$ cat config.mk
export PLATFORM = sky130hd
export DESIGN_NAME = librtr_ram
export DESIGN_NICKNAME = d
export VERILOG_FILES = /design/src/design/librtr_ram.sv
export SDC_FILE = /design/constraint.sdc
export NUM_CORES = 1
export LEC_CHECK = 0
export BUFFER_PORTS_ARGS = -buffer_cell sky130_fd_sc_hd__buf_2
export CAP_MARGIN = 0
export CORE_MARGIN = 2
export CORE_UTILIZATION = 58
export CTS_BUF_LIST = sky130_fd_sc_hd__clkbuf_4 sky130_fd_sc_hd__clkbuf_8
export DETAILED_ROUTE_END_ITERATION = 10
export PLACE_DENSITY = 0.8
export SETUP_SLACK_MARGIN = 0.05
export SLEW_MARGIN = 10
export SYNTH_ARGS = -nofsm -noshare
export SYNTH_HDL_FRONTEND = slang
export SYNTH_SLANG_ARGS = --single-unit
$ cat constraint.sdc
create_clock -name clk -period 3.8 [get_ports clk]
set_clock_uncertainty 0.1 [all_clocks]
set_input_delay 0.76 -clock clk [delete_from_list [all_inputs] [get_ports clk]]
set_output_delay 0.76 -clock clk [all_outputs]
set_load 0.02 [all_outputs]
$ cat src/design/librtr_ram.sv
`timescale 1ns / 1ps
`default_nettype none

module librtr_ram #(
	parameter int WIDTH = 32,
	parameter int DEPTH = 16,
	localparam int ADDR_W = (DEPTH > 1) ? $clog2(DEPTH) : 1
) (
	input  wire logic                  clk,
	input  wire logic                  wr_en,
	input  wire logic [ADDR_W-1:0]     wr_addr,
	input  wire logic [WIDTH-1:0]      wr_data,
	input  wire logic [ADDR_W-1:0]     rd_addr,
	output logic      [WIDTH-1:0]      rd_data
);

	logic [WIDTH-1:0] mem_q [DEPTH];

	// single write port, registered read port
	always_ff @(posedge clk) begin
		if (wr_en) begin
			mem_q[wr_addr] <= wr_data;
		end
		rd_data <= mem_q[rd_addr];
	end

endmodule

`default_nettype wire

==> metrics.txt <==
CTS clock-pin slew for the worst setup and hold paths=roughly 0.070 ns; CTS H-tree depth=3; P&R area growth vs syn=14.6%; row cnt=67; Placer Congestion=~0.73; dpl cells=1349; final setup TNS=0 ns; Tcrit/Tclk final=0.579; R2R depth=3; Via Count=between 9000 and 10000; Placed Instance Area=approximately 0.021 mm²; First DRT Iteration DRCs=approximately 1000; Setup WS post-layout=roughly 1.6 ns; Slew @ Worst Pin=around 1.2 ns; RSZ-0062 raised after global routing=false; CTS tree=yes; Vias/cell=about 6; design area=0.0227 mm²; endpoint class of the critical path=register; non-filler cells in the finished layout=1498; minimum clock period=2.20 ns; die area=0.0357 mm²; # IOs=74; Die W=roughly 190 µm; DRC=0; met1 Use GR=0.307; grt met3 use=0.0424; CTS buffer count=81; Min-Delay Path Class=input port to register; pre-CTS setup slack=between 0.9 and 1 ns; Finished Core Util=0.677; Final nets=around 1000; layout cells sized above 1=0.375; GR Layer Usage met2=0.382; Root Driver=clkbuf_8; crit path max fanout=20; Crit Path Class=input port to register; pins over their slew limit=0; Synth Cell Area=0.0199 mm²; fraction of the yosys area taken by sequential cells=0.807; leakage power=around 7.4 nW; hold buffer count at cts=0; Overall Power=around 12 mW; #FFs+latches synth=approximately 540; cell area power density=roughly 540 mW/mm²; GRT Total Usage=0.229; Die Ht=between 150 and 200 µm; Fin. Hold Viols=0; # diodes=0; gr busiest metal=met2; initial antenna violation count=0; critical path arrival=2.34 ns; DP HPWL=21800 µm; RR Endpoint=rd_data[20]; Critical R2R Launch=mem_q[3][20]; grt ovf=0; Startpoint Class=input port; clock buffer depth=3; synth warn=0; final setup fails=0; Core ar.=approximately 0.034 mm²; hold path endpoint=mem_q[6][26]; Port Buffers=73; unique cell type count in the Yosys netlist=18; post-CTS resize count=0; worst skew pair latency=0.60 ns; total of max-cap violations=0; worst endpoint required time=3.94 ns; vias in the first global route=approximately 9800; Hold Crit Depth=1; min-delay src=wr_data[26]; drt pass-1 iters=5; worst hold slack=roughly 0.43 ns; WL final=just under 40000 µm; first-pass GRT wire length=about 60000 µm; outcome=complete, no violations; Num Clock Sinks=between 500 and 600; maximum clock rate=0.454 GHz; Max VDD drop=0.000370 V; largest net degree at the start of global routing=44; cell count after synthesis=around 840; Post-CTS Setup Inserts=0; DRT antenna net count=0; WL/cell=26.5 µm; average size of a mapped cell=23.7 µm²; filler cell count=around 2000; Synthesized Nets=880; Worst slew margin=0.200; Initial Utilization=0.591; Reg2Reg Setup Slack=between 2 and 2.5 ns
layer usage:
layer | vias to the layer above | wire length, µm
met1 | 4853 | 15200
met5 | - | 0
li1 | 3880 | -
met3 | 83 | 3090
met2 | 444 | 20300
met4 | 0 | 1020
flip-flops by register name, indices dropped and copies added (netlist names):
name     count
rd_data     32
mem_q      512
Yosys cell counts:
cell type,number,area (µm²)
edfxtp_1,512,15400
mux4_2,128,2880
a22oi_1,64,480
nand2_1,33,124
dfxtp_1,32,641
clkbuf_1,17,63.8
nor2_1,13,48.8
buf_4,11,82.6
buf_1,9,33.8
buf_2,4,20.0
nor3_1,4,20.0
buf_6,2,22.5
nand2b_1,2,12.5
nand3b_1,2,15.0
nor2b_1,2,12.5
and2_1,1,6.26
nand3_1,1,5.00
or3b_2,1,8.76
final cells by class:
class | count | area (µm²) | area share
Multi-Input combinational cell | 251 | 3760 | 0.165
Tap cell | 448 | 561 | 0.0246
Sequential cell | 544 | 16000 | 0.704
Clock buffer | 129 | 1540 | 0.0679
Clock inverter | 20 | 155 | 0.00682
Timing Repair Buffer | 106 | 712 | 0.0313
worst max-delay path, stage by stage:
cell and delay, ns:
buf_2 0.16, nand2b_1 0.35, nor2_4 0.58, buf_4 0.48
power breakdown:
part | internal [mW] | switching [mW]
clock network | 2.72 | 2.09
logic | 0.248 | 0.383
registers | 6.71 | 0.0441
layout by cell type (no fill, tap or decap), types with 2 or more instances in the layout:
cell       instances
dfxtp_1           32
nor2_4            13
clkbuf_8          93
nand2b_1           2
mux4_2           128
nand2_1           33
clkinv_1          10
inv_6              3
bufinv_16          2
buf_2             71
edfxtp_1         512
clkinv_2           4
nor3_2             3
nor2b_4            2
clkbuf_4          37
a22oi_1           64
nand3b_1           2
buf_12             7
buf_4             27
cell families (layout without fill, tap and decap cells):
kind of cell	after synthesis	count (layout)	share of synthesized area
flip-flops	544	544	0.807
multiplexers	128	128	0.145
AO/OA/AOI/OAI	64	64	0.0242
AND/OR/NAND/NOR	59	59	0.0127
buffers and inverters	43	255	0.0112
worst max-delay path by stage:
stage	from	to	slack [ns]	cells after the start
2_1_floorplan	wr_addr[2]	mem_q[8][0]	0.06	2
3_3_place_gp	wr_addr[2]	mem_q[9][17]	1.03	4
3_5_place_dp	wr_addr[2]	mem_q[9][17]	0.99	4
4_1_cts	wr_addr[2]	mem_q[9][31]	1.60	4
5_1_grt	wr_addr[2]	mem_q[9][31]	1.57	4
6_report	wr_addr[1]	mem_q[9][31]	1.60	4
Note: power is estimated with default switching activity, not from simulation.
