[src/design/librtr_pkg.sv]
`timescale 1ns / 1ps
`default_nettype none

package librtr_pkg;

	// default sizing
	localparam int SEGMENTS_DEF    = 16;
	localparam int MAX_BUCKETS_DEF = 1024;

	// field widths fixed by the interface
	localparam int SEL_W      = 4;
	localparam int WORD_W     = 64;
	localparam int KEY_W      = 32;
	localparam int EP_W       = 32;
	localparam int SEG_CNT_W  = 5;
	localparam int BKT_CNT_W  = 11;
	localparam int BKT_IDX_W  = 10;
	localparam int CFG_DATA_W = 11;

	// multiply-accumulate datapath: sum is kept in units of 2^-48
	localparam int OPND_W = 33;
	localparam int PROD_W = 2 * OPND_W;
	localparam int ACC_W  = 97;
	localparam int FRAC_W = 48;
	localparam int HALF_W = 32;

	// configuration register indexes
	localparam logic CFG_SEGMENT_COUNT = 1'b0;
	localparam logic CFG_BUCKET_COUNT  = 1'b1;

	typedef enum logic [1:0] {
		KIND_ENDPOINT  = 2'd0,
		KIND_SLOPE     = 2'd1,
		KIND_INTERCEPT = 2'd2,
		KIND_LOOKUP    = 2'd3
	} kind_t;

	typedef enum logic [2:0] {
		ST_IDLE,
		ST_SEARCH,
		ST_FETCH,
		ST_MUL_HI,
		ST_ACC_HI,
		ST_DONE
	} state_t;

	typedef struct packed {
		kind_t                     kind;
		logic [SEL_W-1:0]          segment_select;
		logic signed [WORD_W-1:0]  table_word;
		logic signed [KEY_W-1:0]   search_key;
	} req_t;

	typedef struct packed {
		logic [SEL_W-1:0]     segment_found;
		logic [BKT_IDX_W-1:0] bucket_index;
	} rsp_t;

	// control of the shared multiply-accumulate unit
	typedef struct packed {
		logic load;     // accumulator takes the intercept
		logic add;      // accumulator adds the registered product
		logic shift_hi; // product being added is the upper-half one
		logic use_hi;   // multiplier takes the upper slope half
	} mac_ctrl_t;

endpackage

`default_nettype wire

[src/design/librtr_mac.sv]
`timescale 1ns / 1ps
`default_nettype none

module librtr_mac (
	input  wire logic                                  clk,
	input  wire librtr_pkg::mac_ctrl_t                 ctrl,
	input  wire logic [librtr_pkg::WORD_W-1:0]         slope,
	input  wire logic [librtr_pkg::WORD_W-1:0]         icpt,
	input  wire logic signed [librtr_pkg::KEY_W-1:0]   key,
	output logic signed [librtr_pkg::ACC_W-1:0]        acc
);

	localparam int OPND_W = librtr_pkg::OPND_W;
	localparam int PROD_W = librtr_pkg::PROD_W;
	localparam int ACC_W  = librtr_pkg::ACC_W;
	localparam int HALF_W = librtr_pkg::HALF_W;
	localparam int WORD_W = librtr_pkg::WORD_W;

	logic signed [OPND_W-1:0] op_a;
	logic signed [PROD_W-1:0] a_ext;
	logic signed [PROD_W-1:0] b_ext;
	logic signed [PROD_W-1:0] prod_s1;
	logic signed [ACC_W-1:0]  addend;
	logic signed [ACC_W-1:0]  acc_q;

	// slope half: low half unsigned, high half signed
	always_comb begin
		if (ctrl.use_hi) begin
			op_a = {slope[WORD_W-1], slope[WORD_W-1:HALF_W]};
		end else begin
			op_a = {1'b0, slope[HALF_W-1:0]};
		end
	end

	assign a_ext = {{(PROD_W-OPND_W){op_a[OPND_W-1]}}, op_a};
	assign b_ext = {{(PROD_W-librtr_pkg::KEY_W){key[librtr_pkg::KEY_W-1]}}, key};

	// one 33x33 signed multiplier, registered
	always_ff @(posedge clk) begin
		prod_s1 <= a_ext * b_ext;
	end

	// upper-half product is weighted by 2^32; its magnitude fits 65 bits
	always_comb begin
		if (ctrl.shift_hi) begin
			addend = {prod_s1[ACC_W-HALF_W-1:0], {HALF_W{1'b0}}};
		end else begin
			addend = {{(ACC_W-PROD_W){prod_s1[PROD_W-1]}}, prod_s1};
		end
	end

	// accumulator: intercept in units of 2^-48, then the partial products
	always_ff @(posedge clk) begin
		if (ctrl.load) begin
			acc_q <= {{(ACC_W-WORD_W-HALF_W){icpt[WORD_W-1]}}, icpt, {HALF_W{1'b0}}};
		end else if (ctrl.add) begin
			acc_q <= acc_q + addend;
		end
	end

	assign acc = acc_q;

endmodule

`default_nettype wire

[config.mk]
export PLATFORM = sky130hd
export DESIGN_NAME = librtr_mac
export DESIGN_NICKNAME = d
export VERILOG_FILES = /design/src/design/librtr_pkg.sv /design/src/design/librtr_mac.sv
export SDC_FILE = /design/constraint.sdc
export NUM_CORES = 2
export LEC_CHECK = 0
export BUFFER_PORTS_ARGS = -buffer_cell sky130_fd_sc_hd__clkbuf_2
export CORE_MARGIN = 2
export CORE_UTILIZATION = 30
export CTS_CLUSTER_SIZE = 14
export DETAILED_ROUTE_END_ITERATION = 7
export GPL_TIMING_DRIVEN = 0
export PLACE_DENSITY = 0.48
export SYNTH_ARGS = -nofsm -noshare
export SYNTH_HDL_FRONTEND = slang
export SYNTH_SLANG_ARGS = --single-unit
[constraint.sdc]
create_clock -name clk -period 12.5 [get_ports clk]
set_input_delay 0.625 -clock clk [delete_from_list [all_inputs] [get_ports clk]]
set_output_delay 0.625 -clock clk [all_outputs]
set_load 0.02 [all_outputs]
==> impl.org <==
** Clocking
- The H-tree was split into 4 levels.
- CTS tree :: done
- Clock latency on the worst-skew pair :: 470 ps
- After clock tree synthesis, the clock-pin slew on the worst setup and hold paths is 80 ps.
- Clock sinks :: 162
- Counting along the longest clock path gives a buffer depth of 2.
- After clock tree synthesis, the flow added hold-fix buffers numbering 0.
- Counting the buffers created by CTS gives 17.
- Clock root buffer :: clkbuf_16

** Place
- Port buffering added 259 buffers.
- Summed over all nets, the half-perimeter wirelength after detailed placement is 174000 um.
- Routability-driven placement finished with a final weighted congestion of 0.984.

** Detailed routing
- Once detail routing completed, the nets flagged for antenna violations numbered 0.
- Iteration-0 DRC Markers :: between 3000 and 4000
- Dividing the detail-routed via count by the number of cells gives approximately 5.0.
- The first detailed-routing pass took 6 iterations.
- After detailed routing, the number of remaining DRC violations is 0.
- Summed over all layers, the routed wires come to approximately 210000 um.
- WL/cell :: roughly 26 um
- The detailed router placed 39300 vias in this run.

** Timing
- Of the available clock period, the critical path in the final layout requires 93.7%.
- Setup repair after global routing left no endpoint under its margin.
- Derived from the worst setup path, the maximum achievable clock frequency is ~85 MHz.
- Number of max-slew violations in the final report :: 0
- Hold Slack :: 437 ps
- Setup clock skew after layout :: between 15 and 20 ps
- For the pin with the worst max-slew slack, the measured transition is roughly 1500 ps.
- Headroom to the max-slew limit came out at 2.76%.
- Final period demand of the worst path :: about 12000 ps
- The final-report hold violation count came to 0.
- Setup violations remaining at the end of the flow were counted as 0.

** Critical path
- Nature of the critical path endpoint :: register
- STA classifies the critical path startpoint as a primary input.
- On the worst path, the slowest cell contributes a delay of 850 ps.
- Critical-path maximum fanout :: 10
- Data arrives at the worst endpoint at 12100 ps.
- For the worst setup path, the data required time is 12890 ps.
- Category of the critical setup timing path :: in -> reg
- Buffers and inverters on the worst path :: 12
- Family with the most delay on the worst path :: adder cells
- For this design, the slowest cell found on the critical path is fa_2.

** Synth
- Count of synthesis-stage warnings from yosys :: 0
- The mapped netlist covers around 50000 um^2.
- Nets in the synthesized netlist :: 6991
- Async SR Flop Fraction :: 0%
- Library cells used by synthesis :: 82
- Yosys attributes the largest share of cell area to fa_1 45%, inv_1 7.8%, ha_1 7.2%, and2_1 6.7%, nand2_1 5.6%.
- Cell count after synthesis :: between 5000 and 6000
- In this run the mean area of a mapped cell was about 9.1 um^2.
- Synthesis inferred 162 register bits.
- Post-synth EDFFs :: 65
- The biggest area contributor in the post-synthesis netlist is fa_1.
- Leading register cell type out of synthesis :: dfxtp_1
- Sequential share of the synthesized area :: 7.91%
- Share of Yosys cell area claimed by the top area cell type :: a little under half

** Job
- The tool flagged a number of max-cap violations equal to 0.

** Cells and area
- Net count of the finished layout :: roughly 7300
- Commonest cells after routing, fill and taps aside :: 1111 x fa_1, 1021 x inv_1, 741 x nand2_1
- Ratio of cells with drive above 1 in the final layout :: about 7.0%
- Most common cell after layout, fill and taps aside :: fa_1
- From synthesis to final layout, the design area changed by 9.44%.

** Floorplanning
- Core area :: around 160000 um^2
- During I/O placement, the number of pins put on the boundary was 262.
- Number of core rows :: 148
- The floorplan step set the die width to just over 400 um.
- Total die area :: 167000 um^2
- The die is 409 um tall.
- Starting utilization of the core area :: 30.2%

** GRT
- Remaining global-route overflow :: 0
- Number of global-route vias before repair :: 41400
- Antenna violations before repair :: 17
- Entering global routing, the biggest net connects 60 pins.
- The first global-routing pass estimated 296000 um of wire.
- Global routing used around a quarter of the available tracks across all layers.

** Worst hold path
- Worst hold-check path type :: in -> reg

** Run status
- Outcome :: finished, final reports clean
## synthesized netlist by cell type (all sizes together) (52+ instances only)
cell type	number
nand2	741
nor2	161
o21ai	174
clkbuf	285
xor2	52
and2	529
edfxtp	65
fa	1113
inv	1022
ha	282
dfxtp	97
xnor2	111
a21o	94
a21oi	194
mux2	65
## cell families (layout without fill, tap and decap cells)
group,Yosys count,count (layout),synth area share (%)
buf+inv,1317,1609,10.1
xor+xnor,163,163,2.90
mux,90,90,1.99
other cells,0,7,0
compound gates,642,642,8.27
flops,162,162,7.91
simple gates,1662,1662,16.5
fa+ha+maj,1395,1395,52.4
## worst reg2reg max path: stages (launching register included)
cell       delay (ps)
dfxtp_1           460
ha_1              250
inv_1              70
fa_1              430
nand2b_1          190
a211oi_1          450
o21ai_0           280
o2111ai_1         440
nand3_1           360
a21oi_1           430
a221oi_1          230
o21ai_0           420
a31oi_1           180
xnor2_1           290
o21ai_0           110
## sequential cells by signal (all words and copies together), names as in the netlist
| name | count |
|---|---|
| acc | 97 |
| prod_s1 | 65 |
## final timing paths
check / from / end / slack, ps / cells past startpoint
max: ctrl[0] / prod_s1[63] / 790 / 32
min: icpt[50] / acc[82] / 440 / 3
max reg2reg: acc[0] / acc[66] / 7650 / 14
min reg2reg: acc[17] / acc[17] / 500 / 2
## per-layer routing
layer	vias to the layer above	track usage [%]	routed length (um)
met5	-	0	31
met4	4	8.65	8340
met3	280	4.66	16300
met2	1699	38.7	91500
met1	20100	33.7	89100
li1	17200	-	-
## cell type report
cell class,count,area [um^2]
Multi-Input combinational cell,3952,40400
Clock inverter,14,141
Tap cell,2175,2720
Sequential cell,162,3890
Inverter,1022,3840
Fill cell,17300,109000
Antenna cell,7,17.5
Timing Repair Buffer,260,1320
Clock buffer,18,429
Buffer,295,1130
## repair_timing
item / 4_1_cts / 5_1_grt
gates resized for setup: 0 / 3
endpoints found under the setup margin: 0 / 6
buffers inserted: 0 / 0
## per-stage QoR
step                setup slack (ps)  cell area, um^2  util (%)  instances  setup TNS (ps)
floorplan                       3570            49200         -       5431               0
global placement                -669            53300      32.7       7865           -4320
detailed placement              -276            53300      32.7       7866            -777
CTS                              204            53900      33.1       7898               0
global route                     255            53900      33.1       7899               0
finish                           790            53900      33.1       7905               0
Power is not shown: default switching activity piles up to over one toggle a cycle in this logic, so the estimate is an artifact.
